--- src/hw/rtl/ugq_pkg.sv ---
`default_nettype none
package ugq_pkg;

  // field widths
  localparam int unsigned SampleW = 32;
  localparam int unsigned NumW    = 9;
  localparam int unsigned CodeW   = 8;

  // landmark count saturates here
  localparam logic [NumW-1:0] MaxLandmarks = 9'd256;

  // request kinds carried in tuser[0]
  localparam logic ReqMeasure  = 1'b0;
  localparam logic ReqQuantize = 1'b1;

  // sequencer states
  typedef enum logic [3:0] {
    StIdle = 4'b0001,
    StDiv  = 4'b0010,
    StScan = 4'b0100,
    StOut  = 4'b1000
  } state_e;

  // handshake between sequencer and a worker unit
  typedef struct packed {
    logic start;
  } ugq_cmd_t;

  typedef struct packed {
    logic done;
  } ugq_stat_t;

endpackage
`default_nettype wire

--- src/hw/rtl/uniform_grid_quantizer_top.sv ---
`default_nettype none
// Channel  | Dir | Payload                                   | Handshake
// s_axis   | in  | tdata: sample; tuser: req_type, first     | tvalid/tready
// m_axis   | out | tdata: code, range_min, range_max         | tvalid/tready
// cfg      | in  | cfg_wdata_i: num_landmarks                | cfg_we_i
//
// Measure request: taken while idle, no result.
// Quantize request: after it is taken, the divide, the scan load, the landmark scan
// (up to n landmarks, until the distance grows), the scan exit and the output load
// follow in order, n = landmark count.
// Ready is low until the result loads; a stalled result holds while measures proceed.
// Reset: range reads empty (min most positive, max most negative), 16 landmarks.
module uniform_grid_quantizer_top import ugq_pkg::*; (
  input  wire logic               clk_i,
  input  wire logic               rst_ni,
  // configuration
  input  wire logic               cfg_we_i,
  input  wire logic [NumW-1:0]    cfg_wdata_i,   // num_landmarks
  // request stream
  input  wire logic               s_axis_tvalid,
  output logic                    s_axis_tready,
  input  wire logic [SampleW-1:0] s_axis_tdata,  // [31:0] sample
  input  wire logic [1:0]         s_axis_tuser,  // [0] req_type, [1] first_of_pass
  // result stream
  output logic                    m_axis_tvalid,
  input  wire logic               m_axis_tready,
  output logic [71:0]             m_axis_tdata   // [7:0] code, [39:8] min, [71:40] max
);

  state_e              state_q, state_d;
  logic [NumW-1:0]     cfg_q;
  logic [SampleW-1:0]  min_q, min_d;
  logic [SampleW-1:0]  max_q, max_d;
  logic [SampleW-1:0]  x_q;
  logic [NumW-1:0]     n_q;
  logic                m_valid_q, m_valid_d;
  logic [71:0]         m_data_q;

  logic                accept;
  logic                is_quant;
  logic [NumW-1:0]     n_eff;
  logic [SampleW:0]    span;
  logic [SampleW-1:0]  delta;
  logic                load_out;
  ugq_cmd_t            div_cmd, scan_cmd;
  ugq_stat_t           div_stat, scan_stat;
  logic [SampleW-1:0]  quotient;
  logic [CodeW-1:0]    code;

  assign s_axis_tready = (state_q == StIdle);
  assign accept        = s_axis_tvalid && s_axis_tready;
  assign is_quant      = (s_axis_tuser[0] == ReqQuantize);

  // effective landmark count
  always_comb begin
    if (cfg_q == '0) begin
      n_eff = NumW'(1);
    end else if (cfg_q > MaxLandmarks) begin
      n_eff = MaxLandmarks;
    end else begin
      n_eff = cfg_q;
    end
  end

  // range width, empty range counts as zero
  always_comb begin
    span  = {max_q[SampleW-1], max_q} - {min_q[SampleW-1], min_q};
    delta = span[SampleW] ? '0 : span[SampleW-1:0];
  end

  // running min and max
  always_comb begin
    min_d = min_q;
    max_d = max_q;
    if (accept && (s_axis_tuser[0] == ReqMeasure)) begin
      if (s_axis_tuser[1]) begin
        min_d = s_axis_tdata;
        max_d = s_axis_tdata;
      end else begin
        if ($signed(s_axis_tdata) < $signed(min_q)) min_d = s_axis_tdata;
        if ($signed(s_axis_tdata) > $signed(max_q)) max_d = s_axis_tdata;
      end
    end
  end

  // sequencer
  always_comb begin
    state_d   = state_q;
    load_out  = 1'b0;
    m_valid_d = m_valid_q;
    if (m_valid_q && m_axis_tready) m_valid_d = 1'b0;
    case (state_q)
      StIdle: begin
        if (accept && is_quant) state_d = StDiv;
      end
      StDiv: begin
        if (div_stat.done) state_d = StScan;
      end
      StScan: begin
        if (scan_stat.done) state_d = StOut;
      end
      StOut: begin
        if (!m_valid_q || m_axis_tready) begin
          load_out  = 1'b1;
          m_valid_d = 1'b1;
          state_d   = StIdle;
        end
      end
      default: state_d = StIdle;
    endcase
  end

  assign div_cmd.start  = accept && is_quant;
  assign scan_cmd.start = div_stat.done;

  // divider loads the range and count at the accepting edge
  ugq_div u_div (
    .clk_i      (clk_i),
    .rst_ni     (rst_ni),
    .cmd_i      (div_cmd),
    .dividend_i (delta),
    .divisor_i  (n_eff),
    .stat_o     (div_stat),
    .quotient_o (quotient)
  );

  ugq_scan u_scan (
    .clk_i    (clk_i),
    .rst_ni   (rst_ni),
    .cmd_i    (scan_cmd),
    .sample_i (x_q),
    .base_i   (min_q),
    .step_i   (quotient),
    .num_i    (n_q),
    .stat_o   (scan_stat),
    .code_o   (code)
  );

  // control registers
  always_ff @(posedge clk_i or negedge rst_ni) begin
    if (!rst_ni) begin
      state_q   <= StIdle;
      cfg_q     <= NumW'(16);
      min_q     <= {1'b0, {(SampleW-1){1'b1}}};
      max_q     <= {1'b1, {(SampleW-1){1'b0}}};
      m_valid_q <= 1'b0;
    end else begin
      state_q   <= state_d;
      min_q     <= min_d;
      max_q     <= max_d;
      m_valid_q <= m_valid_d;
      if (cfg_we_i) cfg_q <= cfg_wdata_i;
    end
  end

  // request capture and result register
  always_ff @(posedge clk_i) begin
    if (accept && is_quant) begin
      x_q <= s_axis_tdata;
      n_q <= n_eff;
    end
    if (load_out) begin
      m_data_q <= {max_q, min_q, code};
    end
  end

  assign m_axis_tvalid = m_valid_q;
  assign m_axis_tdata  = m_data_q;

  // checks
  a_div_done_state: assert property (@(posedge clk_i) disable iff (!rst_ni)
    div_stat.done |-> (state_q == StDiv))
    else $error("divider finished outside divide state");

  a_scan_done_state: assert property (@(posedge clk_i) disable iff (!rst_ni)
    scan_stat.done |-> (state_q == StScan))
    else $error("scan finished outside scan state");

  a_quant_starts_div: assert property (@(posedge clk_i) disable iff (!rst_ni)
    (accept && is_quant) |=> (state_q == StDiv))
    else $error("quantize request did not start the divider");

  a_code_in_range: assert property (@(posedge clk_i) disable iff (!rst_ni)
    load_out |-> ({1'b0, code} < n_q))
    else $error("code beyond landmark count");

endmodule
`default_nettype wire

--- src/hw/rtl/ugq_div.sv ---
`default_nettype none
// Restoring divider, one quotient bit per cycle.
module ugq_div import ugq_pkg::*; (
  input  wire logic               clk_i,
  input  wire logic               rst_ni,
  input  wire ugq_cmd_t           cmd_i,
  input  wire logic [SampleW-1:0] dividend_i,
  input  wire logic [NumW-1:0]    divisor_i,
  output ugq_stat_t               stat_o,
  output logic [SampleW-1:0]      quotient_o
);

  localparam int unsigned CntW = $clog2(SampleW);

  logic                busy_q, busy_d;
  logic                done_q, done_d;
  logic [CntW-1:0]     cnt_q, cnt_d;
  logic [NumW-1:0]     rem_q, rem_d;
  logic [NumW-1:0]     dvs_q, dvs_d;
  logic [SampleW-1:0]  quo_q, quo_d;

  logic [NumW:0]       trial;
  logic                ge;
  logic [NumW:0]       diff;

  // one shift-subtract step
  always_comb begin
    trial  = {rem_q, quo_q[SampleW-1]};
    ge     = (trial >= {1'b0, dvs_q});
    diff   = trial - {1'b0, dvs_q};
    busy_d = busy_q;
    done_d = 1'b0;
    cnt_d  = cnt_q;
    rem_d  = rem_q;
    dvs_d  = dvs_q;
    quo_d  = quo_q;
    if (cmd_i.start) begin
      busy_d = 1'b1;
      cnt_d  = '0;
      rem_d  = '0;
      dvs_d  = divisor_i;
      quo_d  = dividend_i;
    end else if (busy_q) begin
      rem_d = ge ? diff[NumW-1:0] : trial[NumW-1:0];
      quo_d = {quo_q[SampleW-2:0], ge};
      cnt_d = cnt_q + 1'b1;
      if (cnt_q == CntW'(SampleW - 1)) begin
        busy_d = 1'b0;
        done_d = 1'b1;
      end
    end
  end

  always_ff @(posedge clk_i or negedge rst_ni) begin
    if (!rst_ni) begin
      busy_q <= 1'b0;
      done_q <= 1'b0;
      cnt_q  <= '0;
    end else begin
      busy_q <= busy_d;
      done_q <= done_d;
      cnt_q  <= cnt_d;
    end
  end

  always_ff @(posedge clk_i) begin
    rem_q <= rem_d;
    dvs_q <= dvs_d;
    quo_q <= quo_d;
  end

  assign stat_o.done = done_q;
  assign quotient_o  = quo_q;

endmodule
`default_nettype wire

--- src/hw/rtl/ugq_scan.sv ---
`default_nettype none
// Landmark scan: one landmark per cycle, one add for the mark and one
// subtract and compare for the distance. The distance along the grid is
// convex, so the scan stops once it starts to grow or at the last landmark.
module ugq_scan import ugq_pkg::*; (
  input  wire logic               clk_i,
  input  wire logic               rst_ni,
  input  wire ugq_cmd_t           cmd_i,
  input  wire logic [SampleW-1:0] sample_i,
  input  wire logic [SampleW-1:0] base_i,
  input  wire logic [SampleW-1:0] step_i,
  input  wire logic [NumW-1:0]    num_i,
  output ugq_stat_t               stat_o,
  output logic [CodeW-1:0]        code_o
);

  logic                busy_q, busy_d;
  logic                done_q, done_d;
  logic [CodeW-1:0]    idx_q, idx_d;
  logic [CodeW-1:0]    best_idx_q, best_idx_d;
  logic [SampleW:0]    best_q, best_d;
  logic [SampleW:0]    mark_q, mark_d;
  logic [SampleW-1:0]  x_q, x_d;
  logic [SampleW-1:0]  step_q, step_d;
  logic [NumW-1:0]     last_q, last_d;

  logic [SampleW+1:0]  sdiff;
  logic [SampleW+1:0]  mag;
  logic [SampleW:0]    cur_dist;
  logic                take;
  logic                stop;

  // distance of the sample to the current mark
  always_comb begin
    sdiff    = {{2{x_q[SampleW-1]}}, x_q} - {mark_q[SampleW], mark_q};
    mag      = sdiff[SampleW+1] ? (~sdiff + 1'b1) : sdiff;
    cur_dist = mag[SampleW:0];
    take     = (idx_q == '0) || (cur_dist < best_q);
    stop     = ({1'b0, idx_q} == last_q) || ((idx_q != '0) && (cur_dist > best_q));
  end

  // scan sequencing
  always_comb begin
    busy_d     = busy_q;
    done_d     = 1'b0;
    idx_d      = idx_q;
    best_idx_d = best_idx_q;
    best_d     = best_q;
    mark_d     = mark_q;
    x_d        = x_q;
    step_d     = step_q;
    last_d     = last_q;
    if (cmd_i.start) begin
      busy_d = 1'b1;
      idx_d  = '0;
      mark_d = {base_i[SampleW-1], base_i};
      x_d    = sample_i;
      step_d = step_i;
      last_d = num_i - 1'b1;
    end else if (busy_q) begin
      if (take) begin
        best_d     = cur_dist;
        best_idx_d = idx_q;
      end
      idx_d  = idx_q + 1'b1;
      mark_d = mark_q + {1'b0, step_q};
      if (stop) begin
        busy_d = 1'b0;
        done_d = 1'b1;
      end
    end
  end

  always_ff @(posedge clk_i or negedge rst_ni) begin
    if (!rst_ni) begin
      busy_q <= 1'b0;
      done_q <= 1'b0;
    end else begin
      busy_q <= busy_d;
      done_q <= done_d;
    end
  end

  always_ff @(posedge clk_i) begin
    idx_q      <= idx_d;
    best_idx_q <= best_idx_d;
    best_q     <= best_d;
    mark_q     <= mark_d;
    x_q        <= x_d;
    step_q     <= step_d;
    last_q     <= last_d;
  end

  assign stat_o.done = done_q;
  assign code_o      = best_idx_q;

endmodule
`default_nettype wire
--- config.mk ---
export PLATFORM = sky130hd
export DESIGN_NAME = uniform_grid_quantizer_top
export DESIGN_NICKNAME = d
export VERILOG_FILES = /design/src/hw/rtl/ugq_pkg.sv /design/src/hw/rtl/uniform_grid_quantizer_top.sv /design/src/hw/rtl/ugq_div.sv /design/src/hw/rtl/ugq_scan.sv
export SDC_FILE = /design/constraint.sdc
export NUM_CORES = 1
export LEC_CHECK = 0
export BUFFER_PORTS_ARGS = -buffer_cell sky130_fd_sc_hd__buf_4
export CELL_PAD_IN_SITES_DETAIL_PLACEMENT = 1
export CELL_PAD_IN_SITES_GLOBAL_PLACEMENT = 2
export CORE_AREA = 4 4 265 267
export CTS_CLUSTER_SIZE = 12
export DETAILED_ROUTE_END_ITERATION = 16
export DIE_AREA = 0 0 269 271
export PLACE_DENSITY_LB_ADDON = 0.1
export SLEW_MARGIN = 10
export SYNTH_ARGS = -nofsm -noshare
export SYNTH_HDL_FRONTEND = slang
export SYNTH_HIERARCHICAL = 1
export SYNTH_SLANG_ARGS = --single-unit
--- constraint.sdc ---
create_clock -name clk_i -period 14.2 [get_ports clk_i]
set_input_delay 1.42 -clock clk_i [delete_from_list [all_inputs] [get_ports clk_i]]
set_output_delay 1.42 -clock clk_i [all_outputs]
set_load 0.01 [all_outputs]
==> results of run 1 <==
## stage by stage
step           std cells  setup slack (ns)  power (mW)  util, %  hold WS [ns]
4_1_cts             3138              7.08        2.65     39.8         0.420
5_1_grt             3138              6.62        2.71     39.8         0.427
2_1_floorplan       2086              7.24        1.31        -         0.400
3_3_place_gp        3044              7.29        1.35     37.3         0.403
6_report            3138              7.20        2.60     39.8         0.419
3_5_place_dp        3044              7.12        1.35     37.3         0.406
## synth_stat cells, types with 12 or more instances
| master | number | share of area [%] |
|---|---|---|
| a211oi_1 | 16 | 0.51 |
| a21o_1 | 85 | 2.7 |
| a21oi_1 | 120 | 2.5 |
| a31oi_1 | 23 | 0.61 |
| and3_1 | 13 | 0.34 |
| clkbuf_1 | 32 | 0.51 |
| dfrtp_1 | 53 | 5.6 |
| dfstp_2 | 34 | 3.8 |
| dfxtp_1 | 17 | 1.4 |
| edfxtp_1 | 301 | 38 |
| ha_1 | 208 | 11 |
| inv_1 | 192 | 3.1 |
| mux2_2 | 102 | 4.9 |
| mux2i_1 | 15 | 0.64 |
| nand2_1 | 107 | 1.7 |
| nand2b_1 | 19 | 0.50 |
| nand3_1 | 40 | 0.85 |
| nand4_1 | 39 | 1.0 |
| nor2_1 | 140 | 2.2 |
| nor2b_1 | 20 | 0.53 |
| nor3_1 | 32 | 0.68 |
| nor4_1 | 12 | 0.32 |
| o21a_1 | 17 | 0.54 |
| o21ai_0 | 100 | 2.1 |
| or3_1 | 15 | 0.40 |
| xnor2_1 | 76 | 2.8 |
| xor2_1 | 51 | 1.9 |
## layout make-up
type,count,area (um2),area share (%)
clock buffers,61,1350,5.00
clock inverters,33,300,1.11
inverters,192,723,2.67
multi-input cells,1433,11000,40.7
flip-flops and latches,405,11600,42.8
well taps,882,1100,4.07
repair buffers,132,991,3.66
## state kept, by name, indices dropped and copies added, names as in the netlist, 32 cells and up
register and flops:
max_q 32, u_scan/x_q 32, m_axis_tdata 72, min_q 32, u_div/quotient_o 32, u_scan/mark_q 33, u_scan/best_q 33, x_q 32
u_scan/step_q 32
## worst min path at each step
stage | from | end
after CTS | x_q[2] | u_scan/x_q[2]
after global placement | u_scan/code_o[3] | m_axis_tdata[3]
after floorplan | u_scan/code_o[0] | m_axis_tdata[0]
after detailed placement | u_scan/code_o[4] | m_axis_tdata[4]
after global routing | u_scan/code_o[1] | m_axis_tdata[1]
final | u_scan/code_o[0] | m_axis_tdata[0]
## logic make-up (layout without fill, tap and decap cells)
group | Yosys count | in the layout
AOI/OAI and AO/OA | 479 | 479
buffers and inverters | 248 | 418
xor gates and xnor gates | 129 | 129
and+or+nand+nor | 491 | 491
DFF | 405 | 405
muxes | 122 | 122
adders and majority gates | 212 | 212
## power by group through the flow
stage	registers, mW	logic (mW)	clock network [mW]
after global routing	1.27	0.0670	1.38
after global placement	1.29	0.0586	0
after CTS	1.27	0.0612	1.32
final	1.27	0.0594	1.28
after floorplan	1.29	0.0233	0
after detailed placement	1.29	0.0607	0
## layer usage
metal	vias to the layer above	wire length, um	track usage, %
met5	-	0	0
met4	0	1060	3.62
met3	59	1680	2.43
met2	177	28800	27.6
met1	7990	32200	25.8
li1	7944	-	-
==> flow_summary.ini, run 1 <==
[synthesis]
synth_seq_cells = 405
synthXorXnorAreaFrac_pct = 4.90
synthSimpleGateAreaFrac_pct = 10.7
yosysSeqAreaShare_pct = 49.1
synth-async-reset-ratio_pct = 21.5
synth_area_per_cell_um2 = 11.3
synth-main-ff-cell = edfxtp_1
synth_area_mm2 = 0.0236
ys_warn_count = 6
synthAdderAreaFrac_pct = 11.4
synth_top_family_by_area = compound AO/OA/AOI/OAI gates
syn-num-nets = 2346
netlist_instances = 2086
synth_edf_count = 301
ys_types = 116
synth_compound_area_share_pct = 13.8
synthMuxAreaShare_pct = 5.76

[setup_path]
end_kind = flip-flop
rr_worst_depth = 24
slowest_stage = nor2_4
critPathMaxStageDelay_ns = 0.93
critPathTopFamily = compound AO/OA/AOI/OAI gates
cp.arrival_ns = 7.19
cp_max_fo = 41
path_depth = 24
r2r_slack_ns = 7.20
timing.critical_path.buf_inv = 1
startpoint = u_scan/mark_q[1]
required_ns = 14.39
startpoint_type = flip-flop
worstPathCellList = inv_1 -> ha_1 -> nor2b_1 -> o2111ai_1 -> nand4b_1 -> and3_2 -> o211ai_1 -> a21boi_0 -> o31a_1 -> nor2_1 -> a21o_1 -> o21ai_0 -> xnor2_1 -> ha_1 -> a21o_1 -> a21o_1 -> a21o_1 -> a21o_1 -> a21o_1 -> a21o_1 -> a221o_1 -> a221oi_1 -> a21oi_1 -> nor2_4
r2r-end = u_scan/best_q[5]
reg2reg_from = u_scan/mark_q[1]
crit_type = flip-flop to flip-flop
cp_common_cell = a21o_1
endpoint = u_scan/best_q[5]

[floorplanning]
die-area_mm2 = 0.0729
die_w_um = 269
coreArea_mm2 = 0.0681
pin_count = 122
start_util_pct = 34.7
fp.dieH_um = 271
rows = 96

[sta]
finalSetupViolCount = 0
slew_viol_final = 0
skew_ns = 0.0308
tns_ns = 0
min_period_ns = 7.00
fin_crit_sh_pct = 49.3
rsz0062_at_grt = no
maxSlewHeadroom_pct = 21.5
max_freq_mhz = 143
tightest_slew_ns = 1.18
finalHoldViolCount = 0

[drt]
viasPerCell = 5.15
drt-initial-drc-count = 760
drc = 0
wl_per_cell_um = 20.3
drtAntennaViolNets = 0
via_count = 16170
wirelength_um = 63700
dr.pass1.iters = 4

[clock_network]
clkLatencyLatePin_ns = 0.60
ctsResizeCount = 0
cts_setup_buffers = 0
cts.sinks = 405
h-tree-depth = 2
clockBufferDepth = 3
cts_buffers = 50
cts-root-buf = clkbuf_16
clk_pin_slew_worst_paths_ns = 0.05
postCtsHoldBufs = 0
cts_tree = built

[power_and_ir_drop]
pwr-share-seq_pct = 48.7
p_leak_nw = 11.2
pwr-share-clk_pct = 49.0
irDropWorstVdd_uv = 89.8
sw_frac_of_total_pct = 21.5
p_int_mw = 2.04
combPwrFrac_pct = 2.3
p_per_area_mw_per_mm2 = 96.1
switching_power_mw = 0.559

[layout]
n_fill_cell = 7345
drive_above_1_share_pct = 18.4
fin_nets = 2474
mostFrequentLayoutCells = edfxtp_1, ha_1, inv_1, nor2_1, buf_4
post-route-cell-area_mm2 = 0.0271
area_delta_synth_final_pct = 14.8
antenna_cells = 0
layout.cells.most_common = edfxtp_1

[placed_design]
dpl.hpwl_um = 48500
portBuffers = 121
place.gp.congestion = 0.797
post_dp_cell_area_mm2 = 0.0254

[global_routing]
grt_pass1_wl_um = 101000
grt_max_degree = 70
grt_usage_pct = 17.5
first_global_vias = 17239
grt.overflow.total = 0
grt_antenna_before_repair = 2

[worst_hold_path]
hp-class = flip-flop to flip-flop
whs_path_depth = 0

[run_status]
status = complete, no violations

[job]
maxCapViolCount = 0
Note: power is estimated with default switching activity, not from simulation.
==> run 2: changes to the inputs <==
==> constraint.sdc (replaced) <==
create_clock -name clk_i -period 6 [get_ports clk_i]
set_input_delay 0.6 -clock clk_i [delete_from_list [all_inputs] [get_ports clk_i]]
set_output_delay 0.6 -clock clk_i [all_outputs]
set_load 0.01 [all_outputs]
==> run 2 against run 1 <==
Maximum frequency is 23% higher. Total power is 140% higher. Setup slack worse by 6.9 ns. Combinational power rose by 130%. Sequential cell count stayed put. Routed wire length is 2.5% higher. Design area is 6.2% higher. Register-to-register slack got worse by 6.9 ns. Sequential power grew 140%. First-iteration DRC count did not move. Cell count is 6.1% higher. Die area unchanged.
==> flow_summary.ini, run 2 (synthesized netlist as in run 1, its figures left out) <==
[run_status]
status = complete, no violations

[setup_path]
startpoint = u_scan/mark_q[1]
startpoint_type = flip-flop
timing.critical_path.buf_inv = 2
critPathTopFamily = compound AO/OA/AOI/OAI gates
crit_type = flip-flop to flip-flop
required_ns = 6.29
slowest_stage = edfxtp_1
endpoint = u_scan/code_o[5]
r2r_slack_ns = 0.29
rr_worst_depth = 25
cp_common_cell = a21o_1
cp_max_fo = 5
end_kind = flip-flop
reg2reg_from = u_scan/mark_q[1]
path_depth = 25
cp.arrival_ns = 6.00
critPathMaxStageDelay_ns = 0.41
r2r-end = u_scan/code_o[5]

[drt]
drtAntennaViolNets = 0
viasPerCell = 5.07
wirelength_um = 65300
drt-initial-drc-count = 760
via_count = 16873
dr.pass1.iters = 5
wl_per_cell_um = 19.6
drc = 0

[power_and_ir_drop]
irDropWorstVdd_uv = 176
fin_total_pwr_mw = 6.21
p_leak_nw = 12.2
p_per_area_mw_per_mm2 = 216

[placed_design]
pre_cts_ws_ns = -0.620
portBuffers = 121
dpl.hpwl_um = 49800
place.gp.congestion = 0.819

[floorplanning]
coreArea_mm2 = 0.0681
start_util_pct = 34.7
die_w_um = 269
fp.dieH_um = 271
pin_count = 122
die-area_mm2 = 0.0729
rows = 96

[clock_network]
cts_buffers = 47
h-tree-depth = 2
cts_tree = built
clockBufferDepth = 3
cts-root-buf = clkbuf_16
clk_pin_slew_worst_paths_ns = 0.05
cts.sinks = 405
clkLatencyLatePin_ns = 0.59

[layout]
drive_above_1_share_pct = 25.4
mostFrequentLayoutCells = buf_4, edfxtp_1, ha_1, inv_1, nor2_1
layout.cells.most_common = buf_4
postLayoutCoreUtil_pct = 42.3
area_delta_synth_final_pct = 21.9
largest_reg_flops = 72
fin_nets = 2666

[global_routing]
grt_antenna_before_repair = 1
grt_pass1_wl_um = 104000
grt_usage_pct = 17.9
grt_max_degree = 138
first_global_vias = 18153
grt.overflow.total = 0

[worst_hold_path]
hp-class = input port to asynchronous set/reset pin

[sta]
maxSlewHeadroom_pct = 22.0
rsz0062_at_grt = yes
finalHoldViolCount = 0
skew_ns = 0.0272
fin_crit_sh_pct = 95.2
slew_viol_final = 0
finalSetupViolCount = 0
timing.final.ws_setup_ns = 0.288
tightest_slew_ns = 1.17
max_freq_mhz = 175
min_period_ns = 5.71

[job]
maxCapViolCount = 0
## run 2: metrics by stage
step	cells	hold WS (ns)	setup TNS, ns	cell area (um2)
after floorplan	2086	0.304	0	23600
after global placement	3216	0.402	-20.71	26700
after detailed placement	3216	0.405	-25.29	26700
after CTS	3315	0.0871	0	28500
after global routing	3327	0.126	-0.573	28800
final	3329	0.0989	0	28800
## run 2: worst register-to-register path, stage by stage (launching register included)
cell and delay [ns]:
edfxtp_1 0.41, inv_2 0.08, ha_1 0.21, nor2b_1 0.16
o2111ai_2 0.20, nand4b_1 0.24, and3_4 0.24, o211ai_1 0.29
a21boi_1 0.13, o31a_1 0.32, nor2_2 0.16, a21o_1 0.22
o21ai_2 0.10, xnor2_2 0.15, ha_1 0.32, a21o_1 0.17
a21o_1 0.16, a21o_1 0.16, a21o_1 0.18, a21o_1 0.18
a21o_1 0.17, a221o_1 0.37, a221oi_4 0.34, a21oi_4 0.17
nor2_4 0.19, buf_6 0.14
## run 2: routing by layer
layer	wire, um	track usage [%]
met1	32300	25.6
met2	30200	29.0
met3	1790	2.64
met4	1070	3.60
met5	12	0
## run 2: what timing repair did
action	4_1_cts	5_1_grt
setup buffers	8	11
resized for setup	6	35
gates cloned	3	1
pin swaps	6	30
hold buffers	0	0
endpoints found under the setup margin	41	43
## run 2: worst min path at each step
stage	from	endpoint	slack, ns	cells past startpoint
6_report	rst_ni	max_q[2]	0.1	1
5_1_grt	rst_ni	max_q[4]	0.13	1
4_1_cts	rst_ni	max_q[6]	0.09	1
3_5_place_dp	u_scan/code_o[6]	m_axis_tdata[6]	0.41	0
3_3_place_gp	u_scan/code_o[2]	m_axis_tdata[2]	0.40	0
2_1_floorplan	rst_ni	cfg_q[0]	0.30	0
## run 2: area by class of cell
cell class,instances,area (um2)
antenna,2,5.00
clock buffer,66,1360
clock inverter,22,298
fill,7312,39300
inverter,192,723
multi-input combinational,1436,11200
sequential,405,11600
tap,882,1100
timing repair buffer,324,2500
## run 2: report_power, final
part	switching (mW)	leakage, nW	internal, mW
Sequential	0.00662	4.08	2.99
Clock	1.19	0.810	1.88
Combinational	0.0821	7.30	0.0567
Total	1.28	12.2	4.93
==> run 3: changes to the inputs <==
--- a/config.mk
+++ b/config.mk
@@ -6,14 +6,12 @@
 export NUM_CORES = 1
 export LEC_CHECK = 0
 export BUFFER_PORTS_ARGS = -buffer_cell sky130_fd_sc_hd__buf_4
-export CELL_PAD_IN_SITES_DETAIL_PLACEMENT = 1
-export CELL_PAD_IN_SITES_GLOBAL_PLACEMENT = 2
 export CORE_AREA = 4 4 265 267
 export CTS_CLUSTER_SIZE = 12
 export DETAILED_ROUTE_END_ITERATION = 16
 export DIE_AREA = 0 0 269 271
-export PLACE_DENSITY_LB_ADDON = 0.1
-export SLEW_MARGIN = 10
+export SETUP_SLACK_MARGIN = 0.2
+export SLEW_MARGIN = 20
 export SYNTH_ARGS = -nofsm -noshare
 export SYNTH_HDL_FRONTEND = slang
 export SYNTH_HIERARCHICAL = 1
==> run 3 against run 2 <==
Design area down 0.86%. Critical path type unchanged. Register-to-register slack better by 0.10 ns. Maximum frequency rose by 1.8%. Setup slack improved by 0.10 ns. Critical path depth down 3.
==> flow_summary.ini, run 3 (synthesized netlist as in run 1, its figures left out) <==
[placed_design]
place.gp.congestion = 0.958
dpl.cell_count = 3167
dpl.hpwl_um = 42000
post_dp_cell_area_mm2 = 0.0264
portBuffers = 121

[sta]
finalHoldViolCount = 0
tightest_slew_ns = 1.07
maxSlewHeadroom_pct = 28.0
max_freq_mhz = 178
slew_viol_final = 0
min_period_ns = 5.61
skew_ns = 0.0322
rsz0062_at_grt = yes
fin_crit_sh_pct = 93.5
finalSetupViolCount = 0

[run_status]
status = complete, no violations

[drt]
drc = 0
via_count = 16929
viasPerCell = 5.14
dr.pass1.iters = 7
drt-initial-drc-count = 1175
wirelength_um = 57100
drtAntennaViolNets = 0
wl_per_cell_um = 17.3

[layout]
antenna_cells = 0
largest_reg_flops = 72
area_delta_synth_final_pct = 20.9
mostFrequentLayoutCells = edfxtp_1, buf_4, ha_1, inv_1, nor2_1
finalNonFillerCells = 3293
drive_above_1_share_pct = 24.6
layout.cells.most_common = edfxtp_1
post-route-cell-area_mm2 = 0.0285
n_fill_cell = 6291
fin_nets = 2634

[clock_network]
clkLatencyLatePin_ns = 0.59
cts.sinks = 405
clk_pin_slew_worst_paths_ns = 0.06
cts_buffers = 45
h-tree-depth = 2
cts-root-buf = clkbuf_16
clockBufferDepth = 3
cts_tree = built

[power_and_ir_drop]
combPwrFrac_pct = 2.3
p_int_mw = 4.68
pwr-share-clk_pct = 47.0
pwr-share-seq_pct = 50.8
p_per_area_mw_per_mm2 = 207
p_leak_nw = 12.0
sw_frac_of_total_pct = 20.7
irDropWorstVdd_uv = 166
switching_power_mw = 1.22

[setup_path]
required_ns = 6.33
cp_max_fo = 5
end_kind = flip-flop
startpoint = u_scan/mark_q[14]
reg2reg_from = u_scan/mark_q[14]
startpoint_type = flip-flop
cp.arrival_ns = 5.94
crit_type = flip-flop to flip-flop

[global_routing]
grt_antenna_before_repair = 0
first_global_vias = 17154
grt_max_degree = 84
grt.overflow.total = 0
grt_pass1_wl_um = 91900
grt_usage_pct = 15.5

[job]
maxCapViolCount = 0

[floorplanning]
rows = 96
start_util_pct = 34.7
pin_count = 122
die_w_um = 269
coreArea_mm2 = 0.0681
die-area_mm2 = 0.0729
fp.dieH_um = 271

[worst_hold_path]
hp-class = input port to flip-flop
worstHoldStart = s_axis_tdata[17]
[run 3: cell types whose count changed in the layout (fill, tap and decap cells not counted), sizes merged]
cell         delta
clkbuf          +7
buf            -32
clkinv          -6
clkinvlp        +1
diode           -2
dlygate4sd3     +1
bufinv          -5
[run 3: cell type report]
cell class,instances,area (um2),area share [%]
flip-flops and latches,405,11600,40.7
multi-input cells,1436,11300,39.5
repair buffers,294,2330,8.18
clock buffers,72,1340,4.71
well taps,882,1100,3.87
inverters,192,722,2.53
clock inverters,12,149,0.522
[run 3: timing repair]
action | 4_1_cts | 5_1_grt
pin swaps | 18 | 49
resized for setup | 16 | 46
hold buffers | 1 | 0
hold endpoints to repair | 22 | 0
gates cloned | 4 | 0
setup buffers | 16 | 20
endpoints found under the setup margin | 41 | 43
[run 3: power by group through the flow]
stage               sequential, mW  combinational (mW)  clock, mW
finish                        3.00               0.134       2.77
floorplan                     3.05              0.0552          0
CTS                           3.00               0.135       2.86
global route                  3.00               0.150       2.97
detailed placement            3.06               0.134          0
global placement              3.06               0.129          0
[run 3: worst paths after layout]
kind | to | slack, ns | cells past startpoint
worst max-delay path | u_scan/best_q[3] | 0.39 | 22
worst min register to register | u_scan/x_q[28] | 0.42 | 0
worst min-delay path | x_q[17] | 0.25 | 1
worst max register to register | u_scan/best_q[3] | 0.39 | 22
max in group asynchronous | max_q[4] | 4.25 | 3
min in group asynchronous | cfg_q[8] | 0.52 | 2
[run 3: per-layer routing]
layer  global-route usage, %  vias up  part of all wire (%)
li1                        -     8250                     -
met1                    20.5     8204                    45
met2                    26.4      389                    49
met3                    2.15       86                   4.2
met4                    4.39        0                   2.6
met5                       0        -                     0
[run 3: critical path, cell delays in order, from the launching register on]
cell	delay [ns]
edfxtp_1	0.40
inv_2	0.08
ha_4	0.19
a21o_1	0.17
a21o_1	0.19
a21o_1	0.19
buf_4	0.13
nor3_2	0.33
a211oi_2	0.14
buf_4	0.16
or4_1	0.49
a32oi_1	0.28
nand4_1	0.18
or4_1	0.46
a22oi_2	0.21
xor2_1	0.29
ha_1	0.22
nand4_1	0.18
or3_1	0.46
a21oi_4	0.25
nor2_4	0.08
buf_12	0.15
buf_16	0.12
[run 3: per-stage QoR]
step                      TNS (ns)  hold slack [ns]  power, mW  utilization (%)  worst slack (ns)
final                            0            0.248       5.91             41.9             0.388
after global routing             0            0.231       6.12             41.9             0.122
after CTS                        0            0.217       5.99             41.3             0.203
after detailed placement    -22.94            0.405       3.19             38.7            -0.563
after global placement      -15.37            0.406       3.18             38.7            -0.376
after floorplan                  0            0.304       3.11                -             0.267
